==> config.mk <==
export PLATFORM = sky130hd
export DESIGN_NAME = sorted_byte_key_child_table_flat
export DESIGN_NICKNAME = d
export VERILOG_FILES = /design/src/sv/sbkct_pkg.sv /design/src/sv/sbkct_in_if.sv /design/src/sv/sbkct_out_if.sv /design/src/sv/sbkct_ctrl.sv /design/src/sv/sbkct_dp.sv /design/src/sv/sorted_byte_key_child_table.sv /design/src/flat_wrapper.sv
export SDC_FILE = /design/constraint.sdc
export NUM_CORES = 1
export LEC_CHECK = 0
export ABC_AREA = 0
export BUFFER_PORTS_ARGS = -buffer_cell sky130_fd_sc_hd__buf_2
export CORE_MARGIN = 5
export CORE_UTILIZATION = 58
export CTS_BUF_LIST = sky130_fd_sc_hd__clkbuf_2
export DETAILED_ROUTE_END_ITERATION = 6
export PLACE_DENSITY = 0.75
export SLEW_MARGIN = 15
export SYNTH_ARGS = -nofsm -noshare
export SYNTH_HDL_FRONTEND = slang
export SYNTH_SLANG_ARGS = --single-unit
==> constraint.sdc <==
create_clock -name i_clk -period 11.2 [get_ports i_clk]
set_input_delay 1.68 -clock i_clk [delete_from_list [all_inputs] [get_ports i_clk]]
set_output_delay 1.68 -clock i_clk [all_outputs]
set_load 0.02 [all_outputs]
==> src/sv/sbkct_pkg.sv <==
// Shared types and constants of the sorted byte-key child table.
package sbkct_pkg;

    localparam int MODE_W   = 3;
    localparam int KEY_W    = 8;
    localparam int PORT_HW  = 32;
    localparam int STATUS_W = 3;
    localparam int COUNT_W  = 3;

    typedef enum logic [MODE_W-1:0] {
        MODE_CLEAR   = 3'd0,
        MODE_LOOKUP  = 3'd1,
        MODE_INSERT  = 3'd2,
        MODE_DELETE  = 3'd3,
        MODE_REPLACE = 3'd4,
        MODE_NEXT    = 3'd5
    } t_mode;

    typedef enum logic [STATUS_W-1:0] {
        ST_OK        = 3'd0,
        ST_NOT_FOUND = 3'd1,
        ST_FULL      = 3'd2,
        ST_DUPLICATE = 3'd3,
        ST_SINGLE    = 3'd4
    } t_status;

    typedef enum logic [1:0] {
        S_IDLE = 2'd0,
        S_CMP  = 2'd1,
        S_EXEC = 2'd2
    } t_state;

    // Commands from the controller to the datapath
    typedef struct packed {
        logic load;
        logic compare;
        logic exec;
    } t_cmd;

    // Status from the datapath to the controller
    typedef struct packed {
        logic out_busy;
    } t_stat;

endpackage

==> src/sv/sbkct_in_if.sv <==
// Input channel interface: one operation word per handshake.
interface sbkct_in_if;
    logic                             valid;
    logic                             ready;
    logic [sbkct_pkg::MODE_W-1:0]     mode;
    logic [sbkct_pkg::KEY_W-1:0]      key_byte;
    logic [sbkct_pkg::PORT_HW-1:0]    child_handle;

    modport source (output valid, output mode, output key_byte, output child_handle,
                    input ready);
    modport sink   (input valid, input mode, input key_byte, input child_handle,
                    output ready);
endinterface

==> src/sv/sbkct_out_if.sv <==
// Output channel interface: one result word per handshake.
interface sbkct_out_if;
    logic                             valid;
    logic                             ready;
    logic [sbkct_pkg::STATUS_W-1:0]   status;
    logic [sbkct_pkg::KEY_W-1:0]      found_key;
    logic [sbkct_pkg::PORT_HW-1:0]    found_handle;
    logic [sbkct_pkg::COUNT_W-1:0]    entry_count;

    modport source (output valid, output status, output found_key, output found_handle,
                    output entry_count, input ready);
    modport sink   (input valid, input status, input found_key, input found_handle,
                    input entry_count, output ready);
endinterface

==> src/sv/sbkct_ctrl.sv <==
// Controller state machine: sequences load, compare and execute of one word.
module sbkct_ctrl (
    input  logic              i_clk,
    input  logic              i_rst_n,
    input  logic              i_in_valid,
    output logic              o_in_ready,
    input  sbkct_pkg::t_stat  i_stat,
    output sbkct_pkg::t_cmd   o_cmd
);

    sbkct_pkg::t_state r_state;
    sbkct_pkg::t_state n_state;

    // Hold state
    always_ff @(posedge i_clk) begin
        if (!i_rst_n) begin
            r_state <= sbkct_pkg::S_IDLE;
        end else begin
            r_state <= n_state;
        end
    end

    // Advance through compare and execute; wait in execute while the result slot is full
    always_comb begin
        n_state = r_state;
        case (r_state)
            sbkct_pkg::S_IDLE: begin
                if (i_in_valid) n_state = sbkct_pkg::S_CMP;
            end
            sbkct_pkg::S_CMP: begin
                n_state = sbkct_pkg::S_EXEC;
            end
            sbkct_pkg::S_EXEC: begin
                if (!i_stat.out_busy) n_state = sbkct_pkg::S_IDLE;
            end
            default: begin
                n_state = sbkct_pkg::S_IDLE;
            end
        endcase
    end

    // Drive commands
    always_comb begin
        o_in_ready    = 1'b0;
        o_cmd.load    = 1'b0;
        o_cmd.compare = 1'b0;
        o_cmd.exec    = 1'b0;
        case (r_state)
            sbkct_pkg::S_IDLE: begin
                o_in_ready = 1'b1;
                o_cmd.load = i_in_valid;
            end
            sbkct_pkg::S_CMP: begin
                o_cmd.compare = 1'b1;
            end
            sbkct_pkg::S_EXEC: begin
                o_cmd.exec = !i_stat.out_busy;
            end
            default: begin
                o_in_ready = 1'b0;
            end
        endcase
    end

endmodule

==> src/sv/sbkct_dp.sv <==
// Datapath: key and handle table, parallel compare, shift update, result register.
module sbkct_dp #(
    parameter int CAPACITY    = 4,
    parameter int HANDLE_BITS = 32
) (
    input  logic                              i_clk,
    input  logic                              i_rst_n,
    input  sbkct_pkg::t_cmd                   i_cmd,
    output sbkct_pkg::t_stat                  o_stat,
    input  logic [sbkct_pkg::MODE_W-1:0]      i_mode,
    input  logic [sbkct_pkg::KEY_W-1:0]       i_key,
    input  logic [sbkct_pkg::PORT_HW-1:0]     i_handle,
    input  logic                              i_out_ready,
    output logic                              o_out_valid,
    output logic [sbkct_pkg::STATUS_W-1:0]    o_status,
    output logic [sbkct_pkg::KEY_W-1:0]       o_found_key,
    output logic [sbkct_pkg::PORT_HW-1:0]     o_found_handle,
    output logic [sbkct_pkg::COUNT_W-1:0]     o_entry_count
);

    localparam int HW = (HANDLE_BITS < sbkct_pkg::PORT_HW) ? HANDLE_BITS : sbkct_pkg::PORT_HW;
    localparam int IW = $clog2(CAPACITY);
    localparam int CW = $clog2(CAPACITY + 1);
    localparam int KW = sbkct_pkg::KEY_W;
    localparam logic [CW-1:0] CAP_C = CW'(CAPACITY);
    localparam logic [CW-1:0] TWO_C = CW'(2);

    // Table and entry count
    logic [KW-1:0]        r_keys    [CAPACITY];
    logic [HW-1:0]        r_handles [CAPACITY];
    logic [CW-1:0]        r_count;
    logic [CW-1:0]        n_count;

    // Latched operation word and compare results
    sbkct_pkg::t_mode     r_mode;
    logic [KW-1:0]        r_key;
    logic [HW-1:0]        r_handle;
    logic [CW-1:0]        r_pos;
    logic                 r_hit;

    // Result register
    logic                 r_out_valid;
    sbkct_pkg::t_status   r_status;
    logic [KW-1:0]        r_found_key;
    logic [HW-1:0]        r_found_handle;
    logic [CW-1:0]        r_out_count;

    logic [CAPACITY-1:0]  lt_vec;
    logic [CAPACITY-1:0]  eq_vec;
    logic [KW-1:0]        up_key    [CAPACITY];
    logic [HW-1:0]        up_handle [CAPACITY];
    logic [KW-1:0]        dn_key    [CAPACITY];
    logic [HW-1:0]        dn_handle [CAPACITY];

    logic                 pos_ok;
    logic [KW-1:0]        rd_key;
    logic [HW-1:0]        rd_handle;
    logic                 do_clr;
    logic                 do_ins;
    logic                 do_del;
    logic                 do_rep;
    sbkct_pkg::t_status   n_status;
    logic [KW-1:0]        n_found_key;
    logic [HW-1:0]        n_found_handle;

    // Latch the accepted word
    always_ff @(posedge i_clk) begin
        if (i_cmd.load) begin
            r_mode   <= sbkct_pkg::t_mode'(i_mode);
            r_key    <= i_key;
            r_handle <= i_handle[HW-1:0];
        end
    end

    // Compare every valid entry against the key in parallel
    always_comb begin
        for (int i = 0; i < CAPACITY; i++) begin
            lt_vec[i] = (CW'(i) < r_count) && (r_keys[i] < r_key);
            eq_vec[i] = (CW'(i) < r_count) && (r_keys[i] == r_key);
        end
    end

    // Keys are sorted: the count of smaller keys is the match, insert and next slot
    always_ff @(posedge i_clk) begin
        if (i_cmd.compare) begin
            r_pos <= CW'($countones(lt_vec));
            r_hit <= |eq_vec;
        end
    end

    // Neighbor taps for the shift-up and shift-down moves
    genvar gi;
    generate
        for (gi = 0; gi < CAPACITY; gi++) begin : g_tap
            if (gi == 0) begin : g_first
                assign up_key[gi]    = '0;
                assign up_handle[gi] = '0;
            end else begin : g_up
                assign up_key[gi]    = r_keys[gi-1];
                assign up_handle[gi] = r_handles[gi-1];
            end
            if (gi == CAPACITY - 1) begin : g_last
                assign dn_key[gi]    = '0;
                assign dn_handle[gi] = '0;
            end else begin : g_dn
                assign dn_key[gi]    = r_keys[gi+1];
                assign dn_handle[gi] = r_handles[gi+1];
            end
        end
    endgenerate

    // Read the selected slot
    assign pos_ok    = r_pos < CAP_C;
    assign rd_key    = pos_ok ? r_keys[r_pos[IW-1:0]]    : '0;
    assign rd_handle = pos_ok ? r_handles[r_pos[IW-1:0]] : '0;

    // Decode the operation into an update and a result
    always_comb begin
        do_clr         = 1'b0;
        do_ins         = 1'b0;
        do_del         = 1'b0;
        do_rep         = 1'b0;
        n_status       = sbkct_pkg::ST_NOT_FOUND;
        n_found_key    = '0;
        n_found_handle = '0;
        case (r_mode)
            sbkct_pkg::MODE_CLEAR: begin
                do_clr   = 1'b1;
                n_status = sbkct_pkg::ST_OK;
            end
            sbkct_pkg::MODE_LOOKUP: begin
                if (r_hit) begin
                    n_status       = sbkct_pkg::ST_OK;
                    n_found_key    = r_key;
                    n_found_handle = rd_handle;
                end
            end
            sbkct_pkg::MODE_INSERT: begin
                if (r_hit) begin
                    n_status       = sbkct_pkg::ST_DUPLICATE;
                    n_found_key    = r_key;
                    n_found_handle = rd_handle;
                end else if (r_count >= CAP_C) begin
                    n_status = sbkct_pkg::ST_FULL;
                end else begin
                    do_ins         = 1'b1;
                    n_status       = sbkct_pkg::ST_OK;
                    n_found_key    = r_key;
                    n_found_handle = r_handle;
                end
            end
            sbkct_pkg::MODE_DELETE: begin
                if (r_hit) begin
                    do_del         = 1'b1;
                    n_status       = (r_count == TWO_C) ? sbkct_pkg::ST_SINGLE
                                                        : sbkct_pkg::ST_OK;
                    n_found_key    = r_key;
                    n_found_handle = rd_handle;
                end
            end
            sbkct_pkg::MODE_REPLACE: begin
                if (r_hit) begin
                    do_rep         = 1'b1;
                    n_status       = sbkct_pkg::ST_OK;
                    n_found_key    = r_key;
                    n_found_handle = r_handle;
                end
            end
            sbkct_pkg::MODE_NEXT: begin
                if (r_pos < r_count) begin
                    n_status       = sbkct_pkg::ST_OK;
                    n_found_key    = rd_key;
                    n_found_handle = rd_handle;
                end
            end
            default: begin
                n_status = sbkct_pkg::ST_NOT_FOUND;
            end
        endcase
    end

    // Next entry count
    always_comb begin
        n_count = r_count;
        if (do_clr) begin
            n_count = '0;
        end else if (do_ins) begin
            n_count = r_count + CW'(1);
        end else if (do_del) begin
            n_count = r_count - CW'(1);
        end
    end

    // Shift the table up on insert, down on delete; overwrite on replace
    always_ff @(posedge i_clk) begin
        if (i_cmd.exec) begin
            for (int i = 0; i < CAPACITY; i++) begin
                if (do_ins) begin
                    if (CW'(i) == r_pos) begin
                        r_keys[i]    <= r_key;
                        r_handles[i] <= r_handle;
                    end else if (CW'(i) > r_pos) begin
                        r_keys[i]    <= up_key[i];
                        r_handles[i] <= up_handle[i];
                    end
                end else if (do_del) begin
                    if (CW'(i) >= r_pos && i < CAPACITY - 1) begin
                        r_keys[i]    <= dn_key[i];
                        r_handles[i] <= dn_handle[i];
                    end
                end else if (do_rep && CW'(i) == r_pos) begin
                    r_handles[i] <= r_handle;
                end
            end
        end
    end

    // Control registers: entry count and result valid
    always_ff @(posedge i_clk) begin
        if (!i_rst_n) begin
            r_count     <= '0;
            r_out_valid <= 1'b0;
        end else begin
            if (i_cmd.exec) begin
                r_count     <= n_count;
                r_out_valid <= 1'b1;
            end else if (i_out_ready) begin
                r_out_valid <= 1'b0;
            end
        end
    end

    // Load the result word
    always_ff @(posedge i_clk) begin
        if (i_cmd.exec) begin
            r_status       <= n_status;
            r_found_key    <= n_found_key;
            r_found_handle <= n_found_handle;
            r_out_count    <= n_count;
        end
    end

    assign o_stat.out_busy = r_out_valid && !i_out_ready;
    assign o_out_valid     = r_out_valid;
    assign o_status        = r_status;
    assign o_found_key     = r_found_key;
    assign o_found_handle  = sbkct_pkg::PORT_HW'(r_found_handle);
    assign o_entry_count   = sbkct_pkg::COUNT_W'(r_out_count);

    // Entry count never exceeds the capacity
    a_count_bound: assert property (@(posedge i_clk) disable iff (!i_rst_n)
        r_count <= CAP_C)
        else $error("entry count above capacity");

    // Count moves only on an execute cycle
    a_count_hold: assert property (@(posedge i_clk) disable iff (!i_rst_n)
        ($past(i_rst_n) && !$past(i_cmd.exec)) |-> $stable(r_count))
        else $error("entry count changed outside execute");

    // An execute always leaves a pending result
    a_exec_result: assert property (@(posedge i_clk) disable iff (!i_rst_n)
        i_cmd.exec |=> r_out_valid)
        else $error("execute without a result");

    // Valid keys stay strictly ascending
    generate
        for (gi = 0; gi < CAPACITY - 1; gi++) begin : g_sorted
            a_sorted: assert property (@(posedge i_clk) disable iff (!i_rst_n)
                (CW'(gi + 1) < r_count) |-> (r_keys[gi] < r_keys[gi+1]))
                else $error("keys out of order");
        end
    endgenerate

endmodule

==> src/sv/sorted_byte_key_child_table.sv <==
// Top level: one radix-tree node table of byte keys with child handles.
//
// Usage: i_in carries one operation word (mode, key_byte, child_handle); o_out
// returns exactly one result word (status, found_key, found_handle,
// entry_count) for each accepted operation, in order.
// Modes: clear, lookup, insert, delete, replace, and next key at or above.
// Timing: an accepted word is loaded, then all entries are compared in parallel,
// then execute applies the shift update and makes the result valid, provided
// the result register is empty or being drained. i_in.ready is high only while
// the controller is idle, so a new word is not taken until the last one executes.
// Stall: while o_out holds an untaken result, the next word is still accepted
// and compared, and waits in execute until the result register frees up.
// Reset (synchronous, i_rst_n low) empties the table and drops any pending
// result; no clearing pass is needed.
// CAPACITY sets the number of entries; HANDLE_BITS sets how many low bits of
// the handle are kept (at most 32).
module sorted_byte_key_child_table #(
    parameter int CAPACITY    = 4,
    parameter int HANDLE_BITS = 32
) (
    input  logic         i_clk,
    input  logic         i_rst_n,
    sbkct_in_if.sink     i_in,
    sbkct_out_if.source  o_out
);

    sbkct_pkg::t_cmd  cmd;
    sbkct_pkg::t_stat stat;

    // Sequence each word
    sbkct_ctrl u_ctrl (
        .i_clk      (i_clk),
        .i_rst_n    (i_rst_n),
        .i_in_valid (i_in.valid),
        .o_in_ready (i_in.ready),
        .i_stat     (stat),
        .o_cmd      (cmd)
    );

    // Hold the table and compute results
    sbkct_dp #(
        .CAPACITY    (CAPACITY),
        .HANDLE_BITS (HANDLE_BITS)
    ) u_dp (
        .i_clk          (i_clk),
        .i_rst_n        (i_rst_n),
        .i_cmd          (cmd),
        .o_stat         (stat),
        .i_mode         (i_in.mode),
        .i_key          (i_in.key_byte),
        .i_handle       (i_in.child_handle),
        .i_out_ready    (o_out.ready),
        .o_out_valid    (o_out.valid),
        .o_status       (o_out.status),
        .o_found_key    (o_out.found_key),
        .o_found_handle (o_out.found_handle),
        .o_entry_count  (o_out.entry_count)
    );

endmodule
==> src/flat_wrapper.sv <==
// flat-port wrapper written by rule: the top's interface ports become plain ports
module sorted_byte_key_child_table_flat 
#(
    parameter int CAPACITY    = 4,
    parameter int HANDLE_BITS = 32
)
  (i_clk, i_rst_n, i_in_valid, i_in_mode, i_in_key_byte, i_in_child_handle, i_in_ready, o_out_valid, o_out_status, o_out_found_key, o_out_found_handle, o_out_entry_count, o_out_ready);
  sbkct_in_if i_in_i ();
  sbkct_out_if o_out_i ();
  input  logic i_clk;
  input  logic i_rst_n;
  input wire logic [$bits(i_in_i.valid)-1:0] i_in_valid;
  input wire logic [$bits(i_in_i.mode)-1:0] i_in_mode;
  input wire logic [$bits(i_in_i.key_byte)-1:0] i_in_key_byte;
  input wire logic [$bits(i_in_i.child_handle)-1:0] i_in_child_handle;
  output wire logic [$bits(i_in_i.ready)-1:0] i_in_ready;
  output wire logic [$bits(o_out_i.valid)-1:0] o_out_valid;
  output wire logic [$bits(o_out_i.status)-1:0] o_out_status;
  output wire logic [$bits(o_out_i.found_key)-1:0] o_out_found_key;
  output wire logic [$bits(o_out_i.found_handle)-1:0] o_out_found_handle;
  output wire logic [$bits(o_out_i.entry_count)-1:0] o_out_entry_count;
  input wire logic [$bits(o_out_i.ready)-1:0] o_out_ready;
  assign i_in_i.valid = i_in_valid;
  assign i_in_i.mode = i_in_mode;
  assign i_in_i.key_byte = i_in_key_byte;
  assign i_in_i.child_handle = i_in_child_handle;
  assign i_in_ready = i_in_i.ready;
  assign o_out_valid = o_out_i.valid;
  assign o_out_status = o_out_i.status;
  assign o_out_found_key = o_out_i.found_key;
  assign o_out_found_handle = o_out_i.found_handle;
  assign o_out_entry_count = o_out_i.entry_count;
  assign o_out_i.ready = o_out_ready;
  sorted_byte_key_child_table #(.CAPACITY(CAPACITY), .HANDLE_BITS(HANDLE_BITS)) u_core (.i_clk(i_clk), .i_rst_n(i_rst_n), .i_in(i_in_i), .o_out(o_out_i));
endmodule
## Word level (Yosys, flattened, before mapping)

Memory sizes are Yosys's and may differ from the RTL's. A register that Yosys moved wholly into a read port is not among the register bits.
Index checks and enable logic that the tools add are counted.

| storage, ports and cells | value |
|---|---|
| register bits | 99 |
| RAM bits | 160 |
| input port bits | 47 |
| output and inout bits | 48 |
| word-level logic and storage cells | 226 |
| memories kept | 2 |

Memory list:

| name | words | bits a word | rd ports | clocked after Yosys merged registers in | write ports | line | text |
|---|---|---|---|---|---|---|---|
| u_core.u_dp.r_handles | 4 | 32 | 5 | 1 | 4 | sbkct_dp.sv:30 | `logic [HW-1:0] r_handles [CAPACITY];` |
| u_core.u_dp.r_keys | 4 | 8 | 5 | 1 | 4 | sbkct_dp.sv:29 | `logic [KW-1:0] r_keys [CAPACITY];` |

| cells by class | value |
|---|---|
| add/subtract/negate cells | 5 |
| magnitude comparators | 18 |
| equality and inequality tests | 17 |
| multiplexer cells | 130 |
| bitwise operators | 18 |
| reduce and logical (&&, ||, !) cells | 24 |

Operators with widths:

| cell | number |
|---|---|
| 32-bit two-way mux | 17 |
| 32-bit case mux with 4 select lines | 1 |
| 8-bit two-way mux | 12 |
| 1-bit two-way mux | 86 |
| 8-bit == test | 4 |
| 8-bit < comparator | 4 |
| 8-bit case mux with 3 select lines | 1 |
| 1-bit bitwise OR | 18 |
| 3-bit two-way mux | 5 |
| 3-bit case mux with 5 select lines | 1 |
| 1-bit logical AND | 13 |
| 2-bit two-way mux | 6 |
| 3-bit by 2-bit == test with 1-bit output, second input constant | 3 |
| 2-bit by 3-bit == test with 1-bit output, first input constant | 2 |
| 3-bit == test, second input constant | 2 |
| 1-bit by 3-bit greater-or-equal comparator with 1-bit output, first input constant | 2 |
| 1-bit by 3-bit greater-than comparator with 1-bit output, first input constant | 2 |
| 2-bit by 3-bit greater-than comparator with 1-bit output, first input constant | 2 |
| 3-bit zero test | 2 |
| 1-bit by 3-bit < comparator with 1-bit output, first input constant | 2 |
| 2-bit by 3-bit < comparator with 1-bit output, first input constant | 2 |
| 2-bit case mux with 3 select lines | 1 |
| 1-bit by 1-bit adder with 2-bit output | 2 |
| 2-bit != test, second input constant | 2 |
| 18 further kinds | 20 |

## Logic depth before layout (Yosys ltp)

| depth | value |
|---|---|
| word-level depth | 10 |
| depth in mapped cells | 11 |

## Modules after synthesis

From an unflattened synthesis, not the netlist that was laid out.

| second synthesis, totals | value |
|---|---|
| cell total of the unflattened synthesis | 897 |
| area, all modules | 13359.1 µm² |

Modules (own cells, without submodules):

| module | instances | cells an instance | area an instance (µm²) | sequential area each (µm²) |
|---|---|---|---|---|
| sbkct_dp | 1 | 887 | 13265.2 | 7717.4 |
| sbkct_ctrl | 1 | 10 | 93.8 | 40.0 |

## Worst setup path after synthesis

Ideal clock, no wire load.

| timing path | value |
|---|---|
| path type | input port to flip-flop |
| from | input o_out_ready |
| to | memory u_core.u_dp.r_handles[0][0] (netlist bit), enable pin |
| arrival | 5.050 ns |
| required time | 10.759 ns |
| path slack | 5.709 ns |
| stages on the path | 4 |
| path buffers | 0 |
| cell sequence | nor2b_1 -> nor2_2 -> nand2_1 -> a31oi_1 |

RTL lines:

| element | line | text |
|---|---|---|
| from (decl) | flat_wrapper.sv:22 | `input wire logic [$bits(o_out_i.ready)-1:0] o_out_ready;` |
| to (decl) | sbkct_dp.sv:30 |  |

==> results.txt <==
----------------------------------------------------
[Yosys]
  Post-synth cell types ... between 50 and 60
  Net count after synthesis ... 1036
  Synth Register Bits ... approximately 260
  Number of synthesized flops with an enable pin ... about 250
  Share of flip-flops with an asynchronous set or reset ... 0%
  Total standard cell area after synthesis ... 13000 µm²
  Post-Synthesis Mean Instance Area ... 13.7 µm²
  Cells after synthesis ... about 950
  Sequential element share of the synthesized area ... 59.7%
  Yosys warnings ... 0
  Flip-flop cell with the highest count after synthesis ... edfxtp_1

[Detailed routing]
  Residual DRC count ... 0
  DR WL/cell ... 21.9 µm
  Post-DRT Antenna Nets ... 0
  Vias ... between 8k and 9k
  DRC violation total after the first TritonRoute iteration ... ~850
  Length of the first detailed-routing pass in iterations ... 6
  Routed vias/inst ... 6.26
  Final wirelength ... between 30000 and 40000 µm

[Clocking]
  Resize count post-CTS ... 0
  Count of buffers added by post-CTS timing repair for setup ... 0
  CTS Hold Buffers Added ... 0
  Total clock buffers created by CTS ... 68
  Clock tree from TritonCTS ... built
  Maximum root-to-sink buffer count ... 3
  Maximum level of the CTS H-tree ... 3
  Root Buffer Master ... clkbuf_2
  Clock-pin slew of the registers on the worst-case setup and hold paths ... roughly 0.11 ns
  Source-to-sink clock delay at the later pin of the worst-skew pair ... approximately 0.83 ns
  CTS sink count ... around 260

[Hold path]
  End point of the most critical hold path ... u_core.u_dp.o_out_valid$_SDFFE_PN0P_
  Start point of the worst hold path ... u_core.u_dp.o_out_valid$_SDFFE_PN0P_
  Number of cells on the worst hold path ... 2
  Min-Delay Path Class ... reg -> reg

[Die]
  Core outline area ... roughly 22000 µm²
  Overall die height ... 160 µm
  Die outline area ... 25500 µm²
  Initial Utilization ... between 50% and 60%
  Number of top-level design ports ... 95
  Horiz. Die Dim ... roughly 160 µm
  Rows ... 54

[Place]
  Total placed instance area ... 13700 µm²
  Final GP Congestion ... 0.862
  Buffers on Ports ... 94
  DPL Wire Length ... 17900 µm

[GRT]
  Wire length of the first global-routing pass ... ~49000 µm
  Vias in the first global route ... between 8k and 9k
  Number of antenna violations at the first check in global routing ... 1
  Gr usage total ... between 20% and 30%
  Global-route congestion overflow total ... 0
  Pin count of the biggest net entering global routing ... 81

[Worst setup path]
  Crit-path most repeated cell ... ha_1
  Crit Path Class ... reg -> reg
  Critical path startpoint category ... flip-flop
  WP data arrival ... 4.32 ns
  Reg2Reg Depth ... 11
  Worst stage delay on the critical path ... roughly 0.7 ns
  CP max FO ... 6
  Critical path's slowest cell ... a2111oi_0
  Worst R2R Setup Slack ... around 7.6 ns
  Endpoint type of the worst setup path ... flip-flop
  Reg-to-reg startpoint ... u_core.u_dp.r_key[1]$_DFFE_PP_
  Required time of the worst setup path ... 11.89 ns
  Critical-path cell list ... inv_1 -> ha_1 -> nor2b_1 -> o21a_1 -> o21ai_0 -> a211oi_1 -> a2111oi_0 -> fa_1 -> ha_1 -> ha_1 -> mux2_2

[Cells and area]
  Share of final-layout standard cells stronger than drive strength 1 ... a little under a third
  Design area ... between 10000 and 15000 µm²
  Nets@finish ... between 1k and 1.5k
  Layout overhead on the synthesized area ... 10.4%
  Util after Layout ... between 60% and 70%

[Timing]
  Highest achievable clock rate ... roughly 280 MHz
  Worst hold slack ... approximately 0.54 ns
  Number of setup violations in the final report ... 0
  Setup TNS Final ... 0 ns
  RSZ-0062 raised after global routing ... false
  Final Hold Fails ... 0
  Relative max-transition margin ... between 20% and 30%
  Final critical delay including setup and external delays ... 3.63 ns
  Least-Margin Pin Slew ... about 1.1 ns
  Final-report max-slew violation count ... 0
  Setup skew after layout ... ~0.065 ns
  Portion of the clock cycle consumed by the worst path in the final layout ... 32.4%

[Run]
  Max Cap Violations ... 0

[Power]
  LEAKAGE ... 5.14 nW
  Pwr per Cell Area ... around 130 nW/µm²
  Total Power ... roughly 1.9 mW
  IR drop worst, VDD ... approximately 74 µV

[Run status]
  Outcome ... completed

----------------------------------------------------
==> metal layers <==
metal	routed length, µm	track usage [%]
met1	12900	34.5
met2	14500	38.3
met3	2780	4.85
met4	611	7.85
met5	0	0
==> cells by family (layout without fill, tap and decap cells) <==
group | Yosys count | in the layout | share of synthesized area, %
flops | 261 | 261 | 59.7
buf+inv | 106 | 282 | 3.73
other cells | 0 | 1 | 0
mux | 121 | 121 | 13.6
compound gates | 252 | 252 | 13.0
simple gates | 165 | 165 | 5.89
fa+ha+maj | 41 | 41 | 4.01
xor+xnor | 2 | 2 | 0.135
==> report_power, final <==
part | internal [mW] | switching, mW | leakage [nW]
Sequential | 1.09 | 0.0197 | 2.38
Clock | 0.266 | 0.390 | 0.476
Combinational | 0.0601 | 0.0737 | 2.29
==> critical path, delay by kind of cell (launching register included) <==
kind,cells,cell delay [ns]
AOI/OAI and AO/OA,4,1.10
adders and majority gates,4,1.34
buffers and inverters,1,0.23
DFF,1,0.44
muxes,1,0.27
and+or+nand+nor,1,0.13
==> Yosys cell counts (4+ instances only) <==
master,n,area share (%)
nand4_1,5,0.24
o21ai_0,60,2.3
a22oi_1,9,0.52
buf_2,30,1.2
mux2i_1,40,3.1
nor2_2,4,0.19
a21oi_2,30,2.0
dfxtp_1,8,1.2
edfxtp_1,253,58
nor2b_1,12,0.58
o22ai_1,33,1.6
a22o_1,32,2.2
nand2_1,56,1.6
mux4_2,40,6.9
buf_6,5,0.43
a211oi_1,4,0.23
a21o_1,4,0.23
nand3_1,7,0.27
nor2_1,59,1.7
clkbuf_1,17,0.49
o21a_1,4,0.23
mux2_2,39,3.4
nor3_1,5,0.19
a32o_1,8,0.62
a21oi_1,53,2.0
ha_1,40,3.9
inv_1,49,1.4
==> worst max-delay path by stage <==
stage	start	endpoint	slack (ns)	cells past startpoint
after floorplan	o_out_ready	u_core.u_dp.r_handles[0][0]$_DFFE_PP_	5.71	4
after global placement	o_out_ready	u_core.u_dp.r_handles[0][14]$_DFFE_PP_	7.32	6
after detailed placement	o_out_ready	u_core.u_dp.r_handles[0][12]$_DFFE_PP_	7.25	6
after CTS	u_core.u_dp.r_key[1]$_DFFE_PP_	flip-flop	7.51	11
after global routing	u_core.u_dp.r_key[1]$_DFFE_PP_	flip-flop	7.39	11
final	u_core.u_dp.r_key[1]$_DFFE_PP_	flip-flop	7.57	11
==> final cells by class <==
cell class | count | area, µm²
well taps | 280 | 350
multi-input cells | 581 | 4830
diodes | 1 | 2.50
clock inverters | 22 | 124
inverters | 50 | 188
clock buffers | 101 | 505
flip-flops and latches | 261 | 7760
fillers | 1639 | 7620
repair buffers | 109 | 583
==> per-stage QoR <==
stage	instances	setup WS [ns]
4_1_cts	1404	7.51
2_1_floorplan	948	5.71
3_5_place_dp	1281	7.25
5_1_grt	1405	7.39
6_report	1405	7.57
3_3_place_gp	1281	7.32
==> cell usage in the layout, fill, tap and decap left out, drive strengths merged, types with 9 or more instances in the layout <==
cell	netlist	routed
nand2	56	56
edfxtp	253	253
a21oi	83	83
clkbuf	17	101
o22ai	34	34
a22o	32	32
mux4	40	40
buf	39	109
nor2b	12	12
mux2	41	41
nor2	63	63
clkinv	0	17
ha	40	40
inv	50	52
a22oi	9	9
o21ai	61	61
mux2i	40	40
==> flip-flops by register name, summed over array words and instances, names as in the netlist, named ones only <==
| register | count |
|---|---|
| u_core.u_dp.r_pos | 3 |
| u_core.u_dp.r_keys | 32 |
| u_core.u_dp.r_handle | 32 |
| u_core.u_dp.o_found_key | 8 |
| u_core.u_dp.r_mode | 3 |
| u_core.u_ctrl.r_state | 2 |
| u_core.u_dp.o_found_handle | 32 |
| u_core.u_dp.r_hit | 1 |
| u_core.u_dp.r_count | 3 |
| u_core.u_dp.r_key | 8 |
| u_core.u_dp.o_status | 3 |
| u_core.u_dp.r_handles | 128 |
| u_core.u_dp.o_entry_count | 3 |
| u_core.u_dp.o_out_valid | 1 |
Note: power is estimated with default switching activity, not from simulation.
